$ cat config.mk
export PLATFORM = sky130hd
export DESIGN_NAME = http_request_head_parser
export DESIGN_NICKNAME = d
export VERILOG_FILES = /design/src/rtl/hrp_pkg.sv /design/src/rtl/hrp_parser.sv /design/src/rtl/http_request_head_parser.sv
export VERILOG_INCLUDE_DIRS = /design/src /design/src/rtl
export SDC_FILE = /design/constraint.sdc
export NUM_CORES = 1
export LEC_CHECK = 0
export ABC_AREA = 0
export ABC_CLOCK_PERIOD_IN_PS = 8400
export BUFFER_PORTS_ARGS = -buffer_cell sky130_fd_sc_hd__buf_4
export CORE_ASPECT_RATIO = 1.5
export CORE_MARGIN = 2
export CORE_UTILIZATION = 35
export CTS_CLUSTER_DIAMETER = 40
export DETAILED_ROUTE_END_ITERATION = 6
export GPL_TIMING_DRIVEN = 1
export PLACE_DENSITY_LB_ADDON = 0.15
export SYNTH_ARGS = -nofsm -noshare
export SYNTH_HDL_FRONTEND = slang
export SYNTH_SLANG_ARGS = --single-unit
export TNS_END_PERCENT = 30
$ cat constraint.sdc
create_clock -name aclk -period 8.4 [get_ports aclk]
set_clock_uncertainty 0.05 [all_clocks]
set_input_delay 0.42 -clock aclk [delete_from_list [all_inputs] [get_ports aclk]]
set_output_delay 0.42 -clock aclk [all_outputs]
set_load 0.005 [all_outputs]
$ cat src/rtl/http_request_head_parser_defines.svh
// Assertion macros used by the RTL.
`ifndef HTTP_REQUEST_HEAD_PARSER_DEFINES_SVH
`define HTTP_REQUEST_HEAD_PARSER_DEFINES_SVH

// Same-cycle implication, checked out of reset.
`define HRP_ASSERT_NOW(label, ante, cons, msg) \
    label: assert property (@(posedge aclk) disable iff (!aresetn) (ante) |-> (cons)) \
        else $error(msg);

// Next-cycle implication, checked out of reset.
`define HRP_ASSERT_NEXT(label, ante, cons, msg) \
    label: assert property (@(posedge aclk) disable iff (!aresetn) (ante) |=> (cons)) \
        else $error(msg);

`endif

$ cat src/rtl/hrp_pkg.sv
package hrp_pkg;

    localparam int unsigned VERSION_MAX = 999;

    typedef struct packed {
        logic [7:0] byte_in;
        logic       restart;
    } in_t;

    typedef struct packed {
        logic [2:0]  event_kind;
        logic [1:0]  method_code;
        logic [11:0] first_start;
        logic [11:0] first_end;
        logic [11:0] second_start;
        logic [11:0] second_end;
        logic [9:0]  version_major;
        logic [9:0]  version_minor;
    } out_t;

    typedef struct packed {
        logic valid;
        out_t data;
    } res_t;

    localparam logic [2:0] EV_LINE        = 3'd0;
    localparam logic [2:0] EV_HEADER      = 3'd1;
    localparam logic [2:0] EV_END         = 3'd2;
    localparam logic [2:0] EV_BAD_METHOD  = 3'd3;
    localparam logic [2:0] EV_BAD_REQUEST = 3'd4;
    localparam logic [2:0] EV_BAD_HEADER  = 3'd5;

    localparam logic [1:0] M_UNKNOWN = 2'd0;
    localparam logic [1:0] M_GET     = 2'd1;
    localparam logic [1:0] M_HEAD    = 2'd2;
    localparam logic [1:0] M_POST    = 2'd3;

    localparam logic [23:0] WORD_GET  = 24'h474554;
    localparam logic [31:0] WORD_HEAD = 32'h48454144;
    localparam logic [31:0] WORD_POST = 32'h504F5354;

    localparam logic [7:0] CH_CR    = 8'h0D;
    localparam logic [7:0] CH_LF    = 8'h0A;
    localparam logic [7:0] CH_SP    = 8'h20;
    localparam logic [7:0] CH_SLASH = 8'h2F;
    localparam logic [7:0] CH_COLON = 8'h3A;
    localparam logic [7:0] CH_DOT   = 8'h2E;
    localparam logic [7:0] CH_H     = 8'h48;
    localparam logic [7:0] CH_T     = 8'h54;
    localparam logic [7:0] CH_P     = 8'h50;
    localparam logic [7:0] CH_0     = 8'h30;
    localparam logic [7:0] CH_9     = 8'h39;
    localparam logic [7:0] CH_UA    = 8'h41;
    localparam logic [7:0] CH_UZ    = 8'h5A;

    function automatic logic [9:0] ver_acc(input logic [9:0] acc, input logic [7:0] c);
        logic [13:0] v;
        v = 14'(acc) * 14'd10 + 14'(c[3:0]);
        return (v > 14'(VERSION_MAX)) ? 10'(VERSION_MAX) : v[9:0];
    endfunction

endpackage

$ cat src/rtl/hrp_parser.sv
module hrp_parser (
    input  logic         aclk,
    input  logic         aresetn,
    input  logic         en,
    input  hrp_pkg::in_t item,
    output hrp_pkg::res_t res
);
    import hrp_pkg::*;

    localparam logic [4:0] S_START     = 5'd0;
    localparam logic [4:0] S_METHOD    = 5'd1;
    localparam logic [4:0] S_SP_URI    = 5'd2;
    localparam logic [4:0] S_URI       = 5'd3;
    localparam logic [4:0] S_VH        = 5'd4;
    localparam logic [4:0] S_VHT       = 5'd5;
    localparam logic [4:0] S_VHTT      = 5'd6;
    localparam logic [4:0] S_VHTTP     = 5'd7;
    localparam logic [4:0] S_VSLASH    = 5'd8;
    localparam logic [4:0] S_MAJ_FIRST = 5'd9;
    localparam logic [4:0] S_MAJ       = 5'd10;
    localparam logic [4:0] S_MIN_FIRST = 5'd11;
    localparam logic [4:0] S_MIN       = 5'd12;
    localparam logic [4:0] S_SP_AFTER  = 5'd13;
    localparam logic [4:0] S_ALMOST    = 5'd14;
    localparam logic [4:0] S_LINE      = 5'd15;
    localparam logic [4:0] S_KEY       = 5'd16;
    localparam logic [4:0] S_SP_COLON  = 5'd17;
    localparam logic [4:0] S_SP_VALUE  = 5'd18;
    localparam logic [4:0] S_VALUE     = 5'd19;
    localparam logic [4:0] S_CR        = 5'd20;
    localparam logic [4:0] S_CRLFCR    = 5'd21;
    localparam logic [4:0] S_DONE      = 5'd22;
    localparam logic [4:0] S_ERROR     = 5'd23;

    logic [4:0]  state_reg, state_next, cur_state;
    logic [11:0] offset_reg, offset_next, off;
    logic [31:0] mchars_reg, mchars_next, cur_mchars;
    logic [2:0]  mlen_reg, mlen_next, cur_mlen;
    logic [1:0]  mkind_reg, mkind_next, cur_mkind;
    logic [11:0] uri_begin_reg, uri_begin_next, cur_uri_begin;
    logic [11:0] uri_finish_reg, uri_finish_next, cur_uri_finish;
    logic [9:0]  major_reg, major_next, cur_major;
    logic [9:0]  minor_reg, minor_next, cur_minor;
    logic [11:0] key_begin_reg, key_begin_next, cur_key_begin;
    logic [11:0] key_finish_reg, key_finish_next, cur_key_finish;
    logic [11:0] value_begin_reg, value_begin_next, cur_value_begin;
    logic [11:0] value_finish_reg, value_finish_next, cur_value_finish;

    logic [7:0] c;
    logic       is_digit, is_upper;
    logic       emit;
    logic [2:0] emit_kind;
    logic [1:0] method_class;

    assign c        = item.byte_in;
    assign is_digit = (c >= CH_0) && (c <= CH_9);
    assign is_upper = (c >= CH_UA) && (c <= CH_UZ);

    always_comb begin
        if (item.restart) begin
            cur_state        = S_START;
            off              = '0;
            cur_mchars       = '0;
            cur_mlen         = '0;
            cur_mkind        = M_UNKNOWN;
            cur_uri_begin    = '0;
            cur_uri_finish   = '0;
            cur_major        = '0;
            cur_minor        = '0;
            cur_key_begin    = '0;
            cur_key_finish   = '0;
            cur_value_begin  = '0;
            cur_value_finish = '0;
        end else begin
            cur_state        = state_reg;
            off              = offset_reg;
            cur_mchars       = mchars_reg;
            cur_mlen         = mlen_reg;
            cur_mkind        = mkind_reg;
            cur_uri_begin    = uri_begin_reg;
            cur_uri_finish   = uri_finish_reg;
            cur_major        = major_reg;
            cur_minor        = minor_reg;
            cur_key_begin    = key_begin_reg;
            cur_key_finish   = key_finish_reg;
            cur_value_begin  = value_begin_reg;
            cur_value_finish = value_finish_reg;
        end
    end

    always_comb begin
        if (cur_mlen == 3'd3 && cur_mchars[23:0] == WORD_GET) begin
            method_class = M_GET;
        end else if (cur_mlen == 3'd4 && cur_mchars == WORD_HEAD) begin
            method_class = M_HEAD;
        end else if (cur_mlen == 3'd4 && cur_mchars == WORD_POST) begin
            method_class = M_POST;
        end else begin
            method_class = M_UNKNOWN;
        end
    end

    always_comb begin
        state_next        = cur_state;
        offset_next       = off + 12'd1;
        mchars_next       = cur_mchars;
        mlen_next         = cur_mlen;
        mkind_next        = cur_mkind;
        uri_begin_next    = cur_uri_begin;
        uri_finish_next   = cur_uri_finish;
        major_next        = cur_major;
        minor_next        = cur_minor;
        key_begin_next    = cur_key_begin;
        key_finish_next   = cur_key_finish;
        value_begin_next  = cur_value_begin;
        value_finish_next = cur_value_finish;
        emit              = 1'b0;
        emit_kind         = EV_LINE;

        unique case (cur_state) inside
            S_START: begin
                if (c == CH_CR || c == CH_LF || c == CH_SP) begin
                end else if (!is_upper) begin
                    emit = 1'b1; emit_kind = EV_BAD_REQUEST;
                end else begin
                    mchars_next = {24'd0, c};
                    mlen_next   = 3'd1;
                    state_next  = S_METHOD;
                end
            end
            S_METHOD: begin
                if (c == CH_SP) begin
                    mkind_next = method_class;
                    state_next = S_SP_URI;
                end else if (!is_upper) begin
                    emit = 1'b1; emit_kind = EV_BAD_METHOD;
                end else begin
                    mchars_next = {cur_mchars[23:0], c};
                    if (cur_mlen < 3'd7) begin
                        mlen_next = cur_mlen + 3'd1;
                    end
                end
            end
            S_SP_URI: begin
                if (c == CH_SLASH) begin
                    uri_begin_next = off + 12'd1;
                    state_next     = S_URI;
                end else if (c != CH_SP) begin
                    emit = 1'b1; emit_kind = EV_BAD_REQUEST;
                end
            end
            S_URI: begin
                if (c == CH_SP) begin
                    uri_finish_next = off;
                    state_next      = S_VH;
                end
            end
            S_VH: begin
                if (c == CH_H) begin
                    state_next = S_VHT;
                end else if (c != CH_SP) begin
                    emit = 1'b1; emit_kind = EV_BAD_REQUEST;
                end
            end
            S_VHT: begin
                if (c == CH_T) begin
                    state_next = S_VHTT;
                end else begin
                    emit = 1'b1; emit_kind = EV_BAD_REQUEST;
                end
            end
            S_VHTT: begin
                if (c == CH_T) begin
                    state_next = S_VHTTP;
                end else begin
                    emit = 1'b1; emit_kind = EV_BAD_REQUEST;
                end
            end
            S_VHTTP: begin
                if (c == CH_P) begin
                    state_next = S_VSLASH;
                end else begin
                    emit = 1'b1; emit_kind = EV_BAD_REQUEST;
                end
            end
            S_VSLASH: begin
                if (c == CH_SLASH) begin
                    state_next = S_MAJ_FIRST;
                end else begin
                    emit = 1'b1; emit_kind = EV_BAD_REQUEST;
                end
            end
            S_MAJ_FIRST: begin
                if (is_digit) begin
                    major_next = ver_acc(10'd0, c);
                    state_next = S_MAJ;
                end else begin
                    emit = 1'b1; emit_kind = EV_BAD_REQUEST;
                end
            end
            S_MAJ: begin
                if (c == CH_DOT) begin
                    state_next = S_MIN_FIRST;
                end else if (is_digit) begin
                    major_next = ver_acc(cur_major, c);
                end else begin
                    emit = 1'b1; emit_kind = EV_BAD_REQUEST;
                end
            end
            S_MIN_FIRST: begin
                if (is_digit) begin
                    minor_next = ver_acc(10'd0, c);
                    state_next = S_MIN;
                end else begin
                    emit = 1'b1; emit_kind = EV_BAD_REQUEST;
                end
            end
            S_MIN, S_SP_AFTER: begin
                if (cur_state == S_MIN && is_digit) begin
                    minor_next = ver_acc(cur_minor, c);
                end else if (c == CH_SP) begin
                    state_next = S_SP_AFTER;
                end else if (c == CH_CR) begin
                    state_next = S_ALMOST;
                end else if (c == CH_LF) begin
                    emit = 1'b1; emit_kind = EV_LINE;
                end else begin
                    emit = 1'b1; emit_kind = EV_BAD_REQUEST;
                end
            end
            S_ALMOST: begin
                emit      = 1'b1;
                emit_kind = (c == CH_LF) ? EV_LINE : EV_BAD_REQUEST;
            end
            S_LINE: begin
                if (c == CH_CR) begin
                    state_next = S_CRLFCR;
                end else if (c == CH_LF) begin
                    emit = 1'b1; emit_kind = EV_END;
                end else begin
                    key_begin_next = off;
                    state_next     = S_KEY;
                end
            end
            S_KEY: begin
                if (c == CH_SP) begin
                    key_finish_next = off;
                    state_next      = S_SP_COLON;
                end else if (c == CH_COLON) begin
                    key_finish_next = off;
                    state_next      = S_SP_VALUE;
                end
            end
            S_SP_COLON: begin
                if (c == CH_COLON) begin
                    state_next = S_SP_VALUE;
                end else if (c != CH_SP) begin
                    emit = 1'b1; emit_kind = EV_BAD_HEADER;
                end
            end
            S_SP_VALUE, S_VALUE: begin
                if (cur_state == S_SP_VALUE && c == CH_SP) begin
                end else begin
                    if (cur_state == S_SP_VALUE) begin
                        value_begin_next = off;
                        state_next       = S_VALUE;
                    end
                    if (c == CH_CR) begin
                        value_finish_next = off;
                        state_next        = S_CR;
                    end else if (c == CH_LF) begin
                        value_finish_next = off;
                        emit = 1'b1; emit_kind = EV_HEADER;
                    end
                end
            end
            S_CR: begin
                emit      = 1'b1;
                emit_kind = (c == CH_LF) ? EV_HEADER : EV_BAD_HEADER;
            end
            S_CRLFCR: begin
                emit      = 1'b1;
                emit_kind = (c == CH_LF) ? EV_END : EV_BAD_HEADER;
            end
            S_DONE: begin
            end
            default: begin
                state_next = S_ERROR;
            end
        endcase

        if (emit) begin
            unique case (emit_kind) inside
                EV_LINE:   state_next = S_LINE;
                EV_HEADER: state_next = S_LINE;
                EV_END:    state_next = S_DONE;
                default:   state_next = S_ERROR;
            endcase
        end
    end

    always_comb begin
        res       = '0;
        res.valid = emit;
        res.data.event_kind = emit_kind;
        case (emit_kind)
            EV_LINE: begin
                res.data.method_code   = mkind_next;
                res.data.first_start   = uri_begin_next;
                res.data.first_end     = uri_finish_next;
                res.data.version_major = major_next;
                res.data.version_minor = minor_next;
            end
            EV_HEADER: begin
                res.data.first_start  = key_begin_next;
                res.data.first_end    = key_finish_next;
                res.data.second_start = value_begin_next;
                res.data.second_end   = value_finish_next;
            end
            default: begin
            end
        endcase
    end

    always_ff @(posedge aclk) begin
        if (!aresetn) begin
            state_reg        <= S_START;
            offset_reg       <= '0;
            mchars_reg       <= '0;
            mlen_reg         <= '0;
            mkind_reg        <= M_UNKNOWN;
            uri_begin_reg    <= '0;
            uri_finish_reg   <= '0;
            major_reg        <= '0;
            minor_reg        <= '0;
            key_begin_reg    <= '0;
            key_finish_reg   <= '0;
            value_begin_reg  <= '0;
            value_finish_reg <= '0;
        end else if (en) begin
            state_reg        <= state_next;
            offset_reg       <= offset_next;
            mchars_reg       <= mchars_next;
            mlen_reg         <= mlen_next;
            mkind_reg        <= mkind_next;
            uri_begin_reg    <= uri_begin_next;
            uri_finish_reg   <= uri_finish_next;
            major_reg        <= major_next;
            minor_reg        <= minor_next;
            key_begin_reg    <= key_begin_next;
            key_finish_reg   <= key_finish_next;
            value_begin_reg  <= value_begin_next;
            value_finish_reg <= value_finish_next;
        end
    end

endmodule

$ cat src/rtl/http_request_head_parser.sv
// Channel   Ports                     Payload
// input     s_valid s_ready s_data    hrp_pkg::in_t  (byte_in, restart)
// result    m_valid m_ready m_data    hrp_pkg::out_t (event and offsets)
//
// One byte per cycle unless the output stalls; a byte is parsed in the cycle it
// leaves the input register, and its result (if any) shows the next cycle.
// The parse step is a single pass through the state logic, held back only by a
// result waiting in the output register.
// aresetn (synchronous) clears both stage valids and the parser to the request line start.
`include "http_request_head_parser_defines.svh"

module http_request_head_parser (
    input  logic          aclk,
    input  logic          aresetn,
    input  logic          s_valid,
    output logic          s_ready,
    input  hrp_pkg::in_t  s_data,
    output logic          m_valid,
    input  logic          m_ready,
    output hrp_pkg::out_t m_data
);
    import hrp_pkg::*;

    logic  in_valid_reg, in_valid_next;
    in_t   in_data_reg;
    logic  out_valid_reg, out_valid_next;
    out_t  out_data_reg;
    logic  advance;
    res_t  res;

    assign advance       = in_valid_reg && (!out_valid_reg || m_ready);
    assign s_ready       = !in_valid_reg || advance;
    assign in_valid_next = (s_valid && s_ready) || (in_valid_reg && !advance);
    assign out_valid_next = advance ? res.valid : (out_valid_reg && !m_ready);

    hrp_parser u_parser (
        .aclk    (aclk),
        .aresetn (aresetn),
        .en      (advance),
        .item    (in_data_reg),
        .res     (res)
    );

    always_ff @(posedge aclk) begin
        if (!aresetn) begin
            in_valid_reg  <= 1'b0;
            out_valid_reg <= 1'b0;
        end else begin
            in_valid_reg  <= in_valid_next;
            out_valid_reg <= out_valid_next;
        end
    end

    // hold payloads until replaced
    always_ff @(posedge aclk) begin
        if (s_valid && s_ready) begin
            in_data_reg <= s_data;
        end
        if (advance && res.valid) begin
            out_data_reg <= res.data;
        end
    end

    assign m_valid = out_valid_reg;
    assign m_data  = out_data_reg;

    `HRP_ASSERT_NOW(a_kind_range, m_valid, m_data.event_kind <= EV_BAD_HEADER, "event kind out of range")
    `HRP_ASSERT_NOW(a_line_only_fields, m_valid && m_data.event_kind != EV_LINE, m_data.method_code == M_UNKNOWN && m_data.version_major == 10'd0 && m_data.version_minor == 10'd0, "line fields set on other event")
    `HRP_ASSERT_NEXT(a_hold_pending_byte, in_valid_reg && out_valid_reg && !m_ready, in_valid_reg, "pending byte lost under stall")
    `HRP_ASSERT_NOW(a_ready_only_when_full, !s_ready, in_valid_reg && out_valid_reg, "input stalled without cause")

endmodule
* Word-level counts from Yosys, hierarchy flattened
Cells that the tools add are included.
** Word-level totals
- Register bits :: 230
- Input port bits :: 13
- Word-level logic and storage cells :: 237
- Output and inout port bits :: 75
** Operators by class
- Equal/unequal tests :: 39
- Order comparisons :: 8
- Multiplexer cells :: 129
- Multiply operators :: 2
- $add $sub $neg :: 4
- Reduce and logical (&&, ||, !) cells :: 30
** Operators with widths (count)
- 12-bit two-way mux :: 24
- 32-bit two-way mux :: 5
- 5-bit two-way mux :: 25
- 10-bit two-way mux :: 10
- 5-bit one-hot mux with 18 select lines :: 1
- 3-bit two-way mux :: 28
- 32-bit by 31-bit == test with 1-bit output (second input constant) :: 2
- 32-bit one-hot mux with 2 select lines :: 1
- 24-bit one-hot mux with 2 select lines :: 1
- 3-bit one-hot mux with 16 select lines :: 1
- 5-bit by 4-bit == test with 1-bit output (second input constant) :: 8
- 10-bit one-hot mux with 2 select lines :: 2
- 5-bit == test (second input constant) :: 7
- 8-bit by 6-bit == test with 1-bit output (second input constant) :: 4
- 14-bit by 4-bit adder with 14-bit output :: 2
- 14-bit by 10-bit > comparator with 1-bit output (second input constant) :: 2
- 10-bit by 3-bit multiplier with 13-bit output (second input constant) :: 2
- 24-bit by 23-bit == test with 1-bit output (second input constant) :: 1
- 8-bit by 7-bit == test with 1-bit output (second input constant) :: 3
- 5-bit by 3-bit == test with 1-bit output (second input constant) :: 4
- 1-bit two-way mux :: 20
- 8-bit by 4-bit == test with 1-bit output (second input constant) :: 2
- 2-bit two-way mux :: 8
- 1-bit one-hot mux with 14 select lines :: 1
- other kinds (24) :: 48

* Depth between registers and ports, before layout
Gate-level depths: netlist of run 1.
- Depth in word-level cells :: 10
- Depth in mapped cells :: 19
- Depth with buffers taken out :: 13

* By module
From an unflattened synthesis of run 1, not the netlist that was laid out.
** Unflattened totals
- Cells, all modules :: 1439
- Area, all modules :: 12766.0 µm²
** Modules (own cells, without submodules)
- hrp_parser :: cells each 1344, times used 1, area each 10191.0 µm², seq. area each 2922.8 µm²
- http_request_head_parser :: cells each 95, times used 1, area each 2575.0 µm², seq. area each 2502.4 µm²

* Least setup slack after synthesis of run 1
Ideal clock, no wire load.
- Path kind :: reg2reg
- Start :: register u_parser.state_reg[1]
- End :: register out_data_reg, in the netlist m_data[0], enable pin
- Cell stages (with the launch flop) :: 9
- Buffers on the path :: 2
- Data required time :: 7.820 ns
- Path slack :: 2.508 ns
- Arrival time :: 5.312 ns
- Clock period less this slack :: 5.892 ns
- Library setup time :: 0.530 ns
- Path through :: dfxtp_1 -> buf_2 -> or2_2 -> clkbuf_1 -> o41ai_1 -> o211ai_1 -> a21oi_2 -> nor3_1 -> a21oi_1
** On the way
- Cells in the longest elaborated chain, start to end :: 6
- Elaborated cells between the ends (all ways) :: 32
- Classes of those cells :: eq/ne (19); mux (4); reduce/logical (9)
** RTL lines
- start: declaration :: line hrp_parser.sv:35 : logic [4:0] state_reg, state_next, cur_state;
- start signal: assignment :: line hrp_parser.sv:341 : state_reg <= state_next;
- 5-bit two-way mux (*) :: line hrp_parser.sv:60 : if (item.restart) begin
- 5-bit == test / 5-bit by 4-bit == test with 1-bit output (equally long branches) :: line hrp_parser.sv:262, hrp_parser.sv:219
- 1-bit logical AND (on tied branches) :: line hrp_parser.sv:262, hrp_parser.sv:219
- 1-bit two-way mux (on tied branches) :: line hrp_parser.sv:262, hrp_parser.sv:219
- 1-bit one-hot mux with 14 select lines (*) :: line hrp_parser.sv:120 : unique case (cur_state) inside
- 1-bit logical AND (*) :: line http_request_head_parser.sv:59 : if (advance && res.valid) begin
- end signal: assignment :: line http_request_head_parser.sv:60 : out_data_reg <= res.data;
- end: declaration :: line http_request_head_parser.sv:27 : out_t out_data_reg;
Every way passes the cells marked *; elsewhere a longest branch is shown, timed or not.
A chain may end at the register's enable or synchronous reset.

* Final worst setup path of run 1
- Start :: register in_data_reg[0] (netlist name)
- End :: register out_data_reg, in the netlist m_data[11], data pin
** On the way
- Cells in the longest elaborated chain, start to end :: 8
- Elaborated cells between the ends (all ways) :: 40
- Classes of those cells :: add/sub (1); mul (1); order compare (1); eq/ne (19); mux (10); reduce/logical (8)
** RTL lines
- start: declaration :: line http_request_head_parser.sv:25 : in_t in_data_reg;
- start signal: assignment :: line http_request_head_parser.sv:57 : in_data_reg <= s_data;
- 10-bit two-way mux :: line hrp_parser.sv:60
- 10-bit by 3-bit multiplier with 13-bit output :: line hrp_pkg.sv:58 : v = 14'(acc) * 14'd10 + 14'(c[3:0]);
- 14-bit by 4-bit adder with 14-bit output :: line hrp_pkg.sv:58
- 14-bit by 10-bit > comparator with 1-bit output :: line hrp_pkg.sv:59 : return (v > 14'(VERSION_MAX)) ? 10'(VERSION_MAX) : v[9:0];
- 10-bit two-way mux :: line hrp_pkg.sv:59
- 10-bit two-way mux :: line hrp_parser.sv:204 : end else if (is_digit) begin
- 10-bit two-way mux :: line hrp_parser.sv:202 : if (c == CH_DOT) begin
- 10-bit one-hot mux with 2 select lines :: line hrp_parser.sv:120
Parallel ways exist; a longest one is shown, timed or not.

==> results of run 1 <==
==> Yosys cell counts (9+ instances only) <==
master                     number
sky130_fd_sc_hd__nor2_1       202
sky130_fd_sc_hd__dfxtp_1      148
sky130_fd_sc_hd__nand2_1      114
sky130_fd_sc_hd__clkbuf_1      98
sky130_fd_sc_hd__a22oi_1       93
sky130_fd_sc_hd__a21oi_1       92
sky130_fd_sc_hd__edfxtp_1      82
sky130_fd_sc_hd__o21ai_0       81
sky130_fd_sc_hd__mux2i_1       48
sky130_fd_sc_hd__nand3_1       47
sky130_fd_sc_hd__nor3_1        38
sky130_fd_sc_hd__nor2b_1       36
sky130_fd_sc_hd__ha_1          31
sky130_fd_sc_hd__inv_1         30
sky130_fd_sc_hd__xnor2_1       24
sky130_fd_sc_hd__a31oi_1       21
sky130_fd_sc_hd__a211oi_1      20
sky130_fd_sc_hd__nand2b_1      14
sky130_fd_sc_hd__o211ai_1      14
sky130_fd_sc_hd__o22ai_1       14
sky130_fd_sc_hd__or3_1         14
sky130_fd_sc_hd__and2_1        13
sky130_fd_sc_hd__nand3b_1      12
sky130_fd_sc_hd__xor2_1        11
sky130_fd_sc_hd__a21o_1        10
sky130_fd_sc_hd__buf_1         10
sky130_fd_sc_hd__o22ai_2       10
sky130_fd_sc_hd__and3_1         9
==> critical path, delay by kind of cell (launching register included) <==
kind            cells  cell delay [ns]
compound gates      2             0.99
xor+xnor            1             0.27
mux                 1             0.22
simple gates        6             1.17
flops               1             0.67
buf+inv             1             0.54
fa+ha+maj           2             0.68
==> through the flow <==
stage	instance area, um^2	setup WS [ns]	hold WS (ns)
after floorplan	13010	2.508	0.3857
after global placement	14060	3.609	0.3921
after detailed placement	14060	3.536	0.4022
after CTS	15190	3.530	0.1495
after global routing	15190	2.906	0.1954
final	15190	3.531	0.1629
==> power groups by stage <==
| stage | clock [mW] | combinational (mW) | sequential (mW) |
|---|---|---|---|
| detailed placement | 0 | 0.258 | 1.23 |
| CTS | 1.33 | 0.263 | 1.21 |
| floorplan | 0 | 0.167 | 1.23 |
| global route | 1.38 | 0.287 | 1.21 |
| finish | 1.30 | 0.264 | 1.21 |
| global placement | 0 | 0.259 | 1.23 |
==> worst paths after layout <==
check | startpoint | to | slack [ns] | cells after the start
setup / recovery | in_data_reg[0] | m_data[11] | 3.53 | 13
hold / removal | m_ready | m_valid | 0.16 | 4
setup reg to reg | in_data_reg[0] | m_data[11] | 3.53 | 13
hold reg to reg | u_parser.key_begin_reg[6] | u_parser.key_begin_reg[6] | 0.41 | 2
==> layer usage <==
metal  track usage (%)  share of wire (%)  up-vias  wire (um)
li1                  -                  -     5609          -
met1             25.31                 40     5675      17130
met2             40.05                 51      407      21910
met3             2.519                4.4      127       1906
met4             10.88                4.8        0       2073
met5                 0                  0        -          0
==> logic make-up (layout without fill, tap and decap cells) <==
group                    after synthesis  in the layout  synth area share [%]
AND/OR/NAND/NOR                      566            566                 21.69
AO/OA/AOI/OAI                        436            436                 22.64
adder cells (fa/ha/maj)               34             34                 3.367
multiplexers                          49             49                 3.781
XOR/XNOR                              35             35                 2.357
buffers and inverters                148            209                 4.454
flip-flops                           230            230                 41.71
==> cell type report <==
class	count	area, um^2
Clock inverter	22	224.0
Multi-Input combinational cell	1120	7072
Tap cell	484	605.6
Inverter	31	117.6
Timing Repair Buffer	122	940.9
Sequential cell	230	5425
Clock buffer	34	808.3
Fill cell	3668	21500
==> load_flow_metrics.sql, run 1 <==
INSERT INTO impl_metrics (metric_group, metric, value, unit) VALUES
('finish', 'number_of_nets_in_the_final_layout', '1581', ''),
('finish', 'diodes', '0', ''),
('global_route', 'via_count_of_the_first_global_routing_pass', '11820', ''),
('finish', 'mostFrequentLayoutCell', 'sky130_fd_sc_hd__nor2_1', ''),
('synth', 'synth.ff_latch_count', '230', ''),
('place', 'dp_hpwl', '28990', 'um'),
('timing', 'slew_violations', '0', ''),
('critical_path', 'cp-start-kind', 'flop', ''),
('finish', 'final_util', '41.41', '%'),
('critical_path', 'crit_chain', 'buf_4 -> nor2b_1 -> and2_1 -> ha_1 -> fa_1 -> xor2_1 -> nand3_1 -> nor4_1 -> nand3b_1 -> mux2i_1 -> o211ai_1 -> o41ai_1 -> nor2_1', ''),
('global_route', 'grt_usage', '21.96', '%'),
('synth', 'yosysTopAreaCellShare', '22.78', '%'),
('detailed_routing', 'detailedRoute.firstIterationViolations', '940', ''),
('clock_network', 'max-clock-path-buffers', '3', ''),
('place', 'placed_cells', '1977', ''),
('power', 'peak_vdd_ir', '0.1484', 'mV'),
('synth', 'fraction_of_synthesis_flops_using_an_asynchronous_set_or_reset_pin', '0', '%'),
('synth', 'synth-edff-count', '82', ''),
('clock_network', 'cts-htree-levels', '1', ''),
('floorplan', 'dieHeight', '240.1', 'um'),
('detailed_routing', 'detailroute.via_count', '11820', ''),
('timing', 'fin_crit_sh', '57.96', '%'),
('synth', 'post_synth_inst_count', '1498', ''),
('clock_network', 'postCtsSetupRepairBufs', '0', ''),
('timing', 'timing.fmax', '0.2054', 'GHz'),
('global_route', 'grt_antenna_before_repair', '0', ''),
('run_status', 'status', 'complete, no violations', ''),
('synth', 'synth_cell_type_count', '82', ''),
('synth', 'synth_top_cells_by_area', 'sky130_fd_sc_hd__dfxtp_1 23%, sky130_fd_sc_hd__edfxtp_1 19%, sky130_fd_sc_hd__nor2_1 5.8%', ''),
('clock_network', 'postCtsResizedCells', '0', ''),
('detailed_routing', 'drt_first_pass_iters', '5', ''),
('synth', 'seq_area_frac_synth', '41.71', '%'),
('finish', 'layout.cells.most_common_list', '202 x sky130_fd_sc_hd__nor2_1, 148 x sky130_fd_sc_hd__dfxtp_1, 114 x sky130_fd_sc_hd__nand2_1', ''),
('power', 'sw_frac_of_total', '27.23', '%'),
('synth', 'synthesis.area_per_instance', '8.682', 'um^2'),
('critical_path', 'crit_required', '8.65', 'ns'),
('worst_hold_path', 'hold_path.class', 'primary input to flop', ''),
('flow_run', 'cap_viol_max_count', '0', ''),
('power', 'power_frac_comb', '9.5', '%'),
('power', 'power_frac_seq', '43.6', '%'),
('critical_path', 'slowest_delay', '0.67', 'ns'),
('place', 'routabilityCongestion', '0.9480', ''),
('global_route', 'global_route_wire_length_before_repair', '67390', 'um'),
('detailed_routing', 'route.antenna.remaining_nets', '0', ''),
('critical_path', 'cp_data_arrival_time', '5.12', 'ns'),
('clock_network', 'clock_tree.root_cell', 'sky130_fd_sc_hd__clkbuf_16', ''),
('floorplan', 'total_i_o_pin_count', '88', ''),
('critical_path', 'critPathMaxFanout', '53', ''),
('critical_path', 'timing.critical_path.to_type', 'flop', ''),
('timing', 'finalHoldViolations', '0', ''),
('timing', 'setup_viol_count_final', '0', ''),
('power', 'power_leakage', '5.334', 'nW'),
('clock_network', 'clock_sinks', '230', ''),
('synth', 'synth_top_cell_by_area', 'sky130_fd_sc_hd__dfxtp_1', ''),
('timing', 'layout_min_cycle_time', '4.869', 'ns'),
('power', 'design_power_total', '2.777', 'mW'),
('floorplan', 'placementRows', '86', ''),
('timing', 'fin_setup_tns', '0', 'ns'),
('finish', 'finalNonFillerCells', '2043', ''),
('power', 'sw_pwr', '0.7562', 'mW'),
('clock_network', 'worstSkewPairLatency', '0.57', 'ns'),
('detailed_routing', 'residual_drc_count', '0', ''),
('detailed_routing', 'detail_route.wirelength', '43020', 'um'),
('timing', 'slew-limit-headroom', '19.34', '%'),
('floorplan', 'design.core.area', '36690', 'um^2'),
('floorplan', 'die_w', '161.4', 'um'),
('clock_network', 'clk_transition_reported_paths', '0.06', 'ns'),
('detailed_routing', 'vias_per_cell', '5.785', ''),
('clock_network', 'cts_hold_repair.buffers', '10', ''),
('detailed_routing', 'routedWlPerCell', '21.06', 'um'),
('timing', 'worst-slew-pin-transition', '1.205', 'ns');
(Power assumes the default switching activity.)
==> run 2, diff against run 1 <==
ABC_CLOCK_PERIOD_IN_PS = 5100   (was 8400)
clock period = 5.1 ns   (was 8.4 ns; I/O delays follow)
==> load_flow_metrics.sql, run 2 (synthesis gave the netlist of run 1 again) <==
INSERT INTO impl_metrics (metric_group, metric, value, unit) VALUES
('power', 'pd_cells', '301.7', 'nW/um^2'),
('timing', 'fin_crit_sh', '88.74', '%'),
('critical_path', 'critPathTopFamily', 'compound AO/OA/AOI/OAI gates', ''),
('finish', 'final_area', '15470', 'um^2'),
('critical_path', 'timing_worst_setup_path_type', 'flop to flop', ''),
('timing', 'timing.final.ws_setup', '0.5741', 'ns'),
('power', 'peak_vdd_ir', '0.2586', 'mV'),
('run_status', 'status', 'complete, no violations', ''),
('clock_network', 'postCtsResizedCells', '0', ''),
('floorplan', 'total_i_o_pin_count', '88', ''),
('clock_network', 'clock_tree.root_cell', 'sky130_fd_sc_hd__clkbuf_16', ''),
('place', 'pre_cts_slack', '0.6746', 'ns'),
('clock_network', 'clk_transition_reported_paths', '0.06', 'ns'),
('global_route', 'via_count_of_the_first_global_routing_pass', '11930', ''),
('floorplan', 'die_w', '161.4', 'um'),
('clock_network', 'cts_buffers', '31', ''),
('clock_network', 'worstSkewPairLatency', '0.56', 'ns'),
('worst_hold_path', 'hold_path.class', 'primary input to flop', ''),
('finish', 'number_of_nets_in_the_final_layout', '1611', ''),
('detailed_routing', 'detailedRoute.firstIterationViolations', '953', ''),
('detailed_routing', 'drt_first_pass_iters', '7', ''),
('critical_path', 'slowest_delay', '0.67', 'ns'),
('power', 'power_leakage', '5.512', 'nW'),
('floorplan', 'die-area', '38750', 'um^2'),
('finish', 'mostFrequentLayoutCell', 'sky130_fd_sc_hd__nor2_1', ''),
('global_route', 'global_route_wire_length_before_repair', '67560', 'um'),
('clock_network', 'cts-htree-levels', '1', ''),
('finish', 'reg_area', '5425', 'um^2'),
('global_route', 'grt_antenna_before_repair', '0', ''),
('detailed_routing', 'vias_per_cell', '5.743', ''),
('timing', 'timing.fmax', '0.2209', 'GHz'),
('timing', 'finalHoldViolations', '0', ''),
('finish', 'layout.cells.most_common_list', '202 x sky130_fd_sc_hd__nor2_1, 148 x sky130_fd_sc_hd__dfxtp_1, 139 x sky130_fd_sc_hd__buf_4', ''),
('finish', 'area_of_combinational_cells_with_multiple_inputs', '7072', 'um^2'),
('detailed_routing', 'detail_route.wirelength', '43750', 'um'),
('clock_network', 'max-clock-path-buffers', '3', ''),
('global_route', 'grt_overflow', '0', ''),
('finish', 'syn_to_final_growth', '18.96', '%'),
('timing', 'setup_viol_count_final', '0', ''),
('floorplan', 'design.core.area', '36690', 'um^2'),
('critical_path', 'cp-start-kind', 'flop', ''),
('place', 'buffer_ports.inserted', '87', ''),
('floorplan', 'start_util', '35.45', '%'),
('timing', 'slew-limit-headroom', '21.80', '%'),
('critical_path', 'critPathMaxFanout', '14', ''),
('finish', 'drive_above_1_share', '15.10', '%'),
('critical_path', 'crit_chain', 'buf_4 -> nor2b_1 -> ha_1 -> ha_1 -> nand2_1 -> o21a_1 -> o311ai_0 -> a31oi_1 -> nor3_1 -> o311ai_1 -> buf_4 -> o21ai_0 -> nor2_1', ''),
('critical_path', 'count_of_buffer_and_inverter_cells_on_the_critical_path', '2', ''),
('critical_path', 'cp_data_arrival_time', '4.77', 'ns'),
('place', 'detailed_place.area', '14300', 'um^2'),
('place', 'routabilityCongestion', '0.9939', ''),
('clock_network', 'tritoncts', 'done', ''),
('critical_path', 'timing.critical_path.to_type', 'flop', ''),
('floorplan', 'placementRows', '86', ''),
('finish', 'diodes', '0', ''),
('place', 'dp_hpwl', '30900', 'um'),
('critical_path', 'critPathSlowestCell', 'sky130_fd_sc_hd__edfxtp_1', ''),
('timing', 'fin_setup_tns', '0', 'ns'),
('detailed_routing', 'residual_drc_count', '0', ''),
('timing', 'slew_violations', '0', ''),
('global_route', 'grt_usage', '22.15', '%'),
('detailed_routing', 'route.antenna.remaining_nets', '0', ''),
('flow_run', 'cap_viol_max_count', '0', ''),
('timing', 'worst-slew-pin-transition', '1.169', 'ns'),
('finish', 'final.fill_count', '3623', ''),
('detailed_routing', 'routedWlPerCell', '21.11', 'um'),
('critical_path', 'crit_required', '5.35', 'ns'),
('clock_network', 'clock_sinks', '230', ''),
('finish', 'largest_reg_flops', '73', ''),
('timing', 'layout_min_cycle_time', '4.526', 'ns'),
('timing', 'grt_setup_unrepaired', 'no', ''),
('detailed_routing', 'detailroute.via_count', '11910', ''),
('floorplan', 'dieHeight', '240.1', 'um'),
('critical_path', 'worst-r2r-setup-slack', '0.57', 'ns'),
('global_route', 'grt_start_max_net_pins', '116', '');
-- run 2: cell types whose count changed in the layout (fill, tap and decap cells not counted), moves of 2 or more --
cell                         delta
sky130_fd_sc_hd__inv_4          -2
sky130_fd_sc_hd__clkinv_2       +2
sky130_fd_sc_hd__clkbuf_16      +2
sky130_fd_sc_hd__buf_12         +2
sky130_fd_sc_hd__clkinvlp_4     -2
sky130_fd_sc_hd__inv_6          +2
sky130_fd_sc_hd__buf_4         +27
-- run 2: worst min-delay path, stage by stage --
cell and delay, ns:
sky130_fd_sc_hd__buf_4 0.08, sky130_fd_sc_hd__nor2b_1 0.09, sky130_fd_sc_hd__nor2_1 0.13, sky130_fd_sc_hd__nor2_1 0.04
-- run 2: through the flow --
stage          std cells  hold WS (ns)  utilization (%)  total power, mW
6_report            2073       0.02009            42.17            4.668
3_3_place_gp        2006        0.3848            38.97            2.477
4_1_cts             2073      0.006853            42.17            4.717
2_1_floorplan       1498        0.3039                -            2.292
3_5_place_dp        2006        0.3861            38.98            2.476
5_1_grt             2073       0.04953            42.17            4.830
-- run 2: where the power goes --
part           internal (mW)  switching, mW  total (mW)
registers               1.95         0.0373        1.99
clock network           1.30          0.920        2.22
logic                  0.160          0.296       0.456
-- run 2: path summary, 6_finish.rpt --
path                         start  cells after the start                    end
min                        m_ready                      4                m_valid
max reg2reg         in_data_reg[0]                     13              m_data[8]
min reg2reg  u_parser.mkind_reg[0]                      2  u_parser.mkind_reg[0]
max                 in_data_reg[0]                     13              m_data[8]
-- run 2: layout make-up --
class                   count  area share [%]
clock inverters            20           1.270
clock buffers              37           5.636
inverters                  31          0.7602
well taps                 484           3.914
multi-input cells        1120           45.71
flip-flops and latches    230           35.06
repair buffers            151           7.650
-- run 2: layer usage --
layer	up-vias	GRT usage, %	share of wire [%]
met5	-	0	0
met4	0	12.47	5.7
met3	126	2.639	4.4
met2	369	40.60	51
met1	5732	24.68	39
li1	5678	-	-
-- run 2: repair_timing --
action / 4_1_cts / 5_1_grt
hold endpoints to repair: 10 / 0
hold buffers: 10 / 0
buffers inserted: 0 / 0
==> run 3, diff against run 2 <==
CTS_BUF_LIST = sky130_fd_sc_hd__clkbuf_4   (was not set)
CTS_CLUSTER_DIAMETER = not set   (was 40)
==> load_flow_metrics.sql, run 3 (synthesis gave the netlist of run 1 again) <==
INSERT INTO impl_metrics (metric_group, metric, value, unit) VALUES
('critical_path', 'critPathMaxFanout', '14', ''),
('clock_network', 'worstSkewPairLatency', '0.77', 'ns'),
('critical_path', 'cp_data_arrival_time', '4.95', 'ns'),
('finish', 'syn_to_final_growth', '17.17', '%'),
('finish', 'number_of_nets_in_the_final_layout', '1639', ''),
('floorplan', 'die_w', '161.4', 'um'),
('clock_network', 'clk_transition_reported_paths', '0.07', 'ns'),
('power', 'internal-power', '3.000', 'mW'),
('critical_path', 'critPathSlowestCell', 'sky130_fd_sc_hd__edfxtp_1', ''),
('timing', 'fin_crit_sh', '89.51', '%'),
('timing', 'timing.fmax', '0.2191', 'GHz'),
('place', 'routabilityCongestion', '0.9939', ''),
('power', 'pd_cells', '273.1', 'nW/um^2'),
('finish', 'final_area', '15240', 'um^2'),
('global_route', 'grt_overflow', '0', ''),
('place', 'detailed_place.area', '14300', 'um^2'),
('detailed_routing', 'residual_drc_count', '0', ''),
('clock_network', 'clock_sinks', '230', ''),
('timing', 'grt_setup_unrepaired', 'no', ''),
('detailed_routing', 'vias_per_cell', '5.705', ''),
('global_route', 'via_count_of_the_first_global_routing_pass', '12130', ''),
('clock_network', 'clock_tree.root_cell', 'sky130_fd_sc_hd__clkbuf_4', ''),
('global_route', 'grt_antenna_before_repair', '1', ''),
('finish', 'largest_reg_flops', '73', ''),
('floorplan', 'dieHeight', '240.1', 'um'),
('worst_hold_path', 'timing.hold.worst.start', 's_data[6]', ''),
('timing', 'slew_violations', '0', ''),
('power', 'sw_frac_of_total', '27.94', '%'),
('finish', 'layout.cells.most_common_list', '202 x sky130_fd_sc_hd__nor2_1, 148 x sky130_fd_sc_hd__dfxtp_1, 139 x sky130_fd_sc_hd__buf_4', ''),
('timing', 'finalHoldViolations', '0', ''),
('finish', 'final.fill_count', '3698', ''),
('detailed_routing', 'route.antenna.remaining_nets', '0', ''),
('power', 'clock_power_share', '41.2', '%'),
('critical_path', 'capturing_point_of_the_worst_reg2reg_path', 'm_data[8]', ''),
('power', 'power_frac_seq', '47.7', '%'),
('global_route', 'global_route_wire_length_before_repair', '68060', 'um'),
('timing', 'setup_viol_count_final', '0', ''),
('critical_path', 'cp-start-kind', 'flop', ''),
('place', 'dp_hpwl', '30900', 'um'),
('critical_path', 'crit_chain', 'buf_4 -> nor2b_1 -> ha_1 -> ha_1 -> nand2_1 -> o21a_1 -> o311ai_0 -> a31oi_1 -> nor3_1 -> o311ai_1 -> buf_4 -> o21ai_0 -> nor2_1', ''),
('global_route', 'grt_usage', '22.39', '%'),
('detailed_routing', 'detailroute.via_count', '12130', ''),
('power', 'power_frac_comb', '11.0', '%'),
('timing', 'layout_min_cycle_time', '4.565', 'ns'),
('timing', 'worst-slew-pin-transition', '1.202', 'ns'),
('critical_path', 'r2r.worst_path.cells', '13', ''),
('run_status', 'status', 'complete, no violations', ''),
('timing', 'timing.final.ws_setup', '0.5350', 'ns'),
('worst_hold_path', 'hold_path_depth', '2', ''),
('detailed_routing', 'routedWlPerCell', '20.74', 'um'),
('detailed_routing', 'detail_route.wirelength', '44100', 'um'),
('detailed_routing', 'drt_first_pass_iters', '5', ''),
('critical_path', 'worst-r2r-setup-slack', '0.53', 'ns'),
('critical_path', 'r2r-start', 'in_data_reg[0]', ''),
('clock_network', 'tritoncts', 'done', ''),
('floorplan', 'start_util', '35.45', '%'),
('critical_path', 'timing_worst_setup_path_type', 'flop to flop', ''),
('floorplan', 'placementRows', '86', ''),
('place', 'buffer_ports.inserted', '87', ''),
('floorplan', 'die-area', '38750', 'um^2'),
('power', 'sw_pwr', '1.163', 'mW'),
('power', 'peak_vdd_ir', '0.1519', 'mV'),
('global_route', 'grt_start_max_net_pins', '116', ''),
('critical_path', 'slowest_delay', '0.67', 'ns'),
('place', 'pre_cts_slack', '0.6746', 'ns'),
('finish', 'drive_above_1_share', '17.06', '%'),
('detailed_routing', 'detailedRoute.firstIterationViolations', '854', ''),
('clock_network', 'max-clock-path-buffers', '3', ''),
('finish', 'mostFrequentLayoutCell', 'sky130_fd_sc_hd__nor2_1', ''),
('flow_run', 'cap_viol_max_count', '0', ''),
('floorplan', 'design.core.area', '36690', 'um^2'),
('critical_path', 'timing.critical_path.to_type', 'flop', ''),
('clock_network', 'cts-htree-levels', '2', ''),
('floorplan', 'total_i_o_pin_count', '88', ''),
('worst_hold_path', 'min_delay_worst_endpoint', 'in_data_reg[6]', ''),
('critical_path', 'crit_required', '5.49', 'ns'),
('timing', 'fin_setup_tns', '0', 'ns'),
('clock_network', 'cts_buffers', '56', ''),
('timing', 'slew-limit-headroom', '19.54', '%'),
('worst_hold_path', 'hold_path.class', 'primary input to flop', ''),
('power', 'design_power_total', '4.163', 'mW'),
('power', 'power_leakage', '5.476', 'nW');
run 3: through the flow:
stage / hold slack [ns] / util [%] / instances
global placement: 0.3848 / 38.97 / 2006
floorplan: 0.3039 / - / 1498
CTS: 0.1327 / 41.53 / 2125
finish: 0.1845 / 41.53 / 2126
detailed placement: 0.3861 / 38.98 / 2006
global route: 0.1424 / 41.53 / 2126
run 3: what timing repair did:
item	CTS	global route
endpoints found under the hold margin	35	0
hold buffers	13	0
gates resized for setup	0	0
setup buffers	0	0
run 3: cell type report:
class	instances	area, um^2	share of cell area, %
Multi-Input combinational cell	1120	7072	46.40
Sequential cell	230	5425	35.60
Timing Repair Buffer	154	1214	7.964
Tap cell	484	605.6	3.974
Clock buffer	79	593.1	3.892
Clock inverter	27	210.2	1.379
Inverter	31	117.6	0.7718
Antenna cell	1	2.502	0.01642
run 3: power by group through the flow:
stage | sequential, mW | combinational [mW] | clock (mW)
finish | 1.99 | 0.459 | 1.72
global route | 1.99 | 0.498 | 1.88
CTS | 1.99 | 0.457 | 1.79
detailed placement | 2.03 | 0.448 | 0
global placement | 2.03 | 0.448 | 0
floorplan | 2.02 | 0.276 | 0
run 3: worst max-delay path: cells and delay by family (launching register included):
kind                     cells  cell delay [ns]
AO/OA/AOI/OAI                5             1.57
AND/OR/NAND/NOR              4             0.74
adder cells (fa/ha/maj)      2             0.70
flip-flops                   1             0.67
buffers and inverters        2             0.50
run 3: worst max path at each step:
stage	start	slack [ns]	end
final	in_data_reg[0]	0.53	m_data[8]
after global routing	in_data_reg[0]	0.25	m_data[10]
after CTS	in_data_reg[0]	0.62	m_data[14]
after detailed placement	in_data_reg[0]	0.67	m_data[8]
after global placement	in_data_reg[0]	0.78	m_data[14]
after floorplan	in_data_reg[0]	0.17	m_data[4]
run 3: routing by layer:
metal	up-vias	wire length [um]	track usage [%]	part of all wire, %
met5	-	0	0	0
met4	0	2255	12.07	5.1
met3	129	1789	3.278	4.1
met2	355	22830	41.19	52
met1	5887	17220	24.66	39
li1	5758	-	-	-
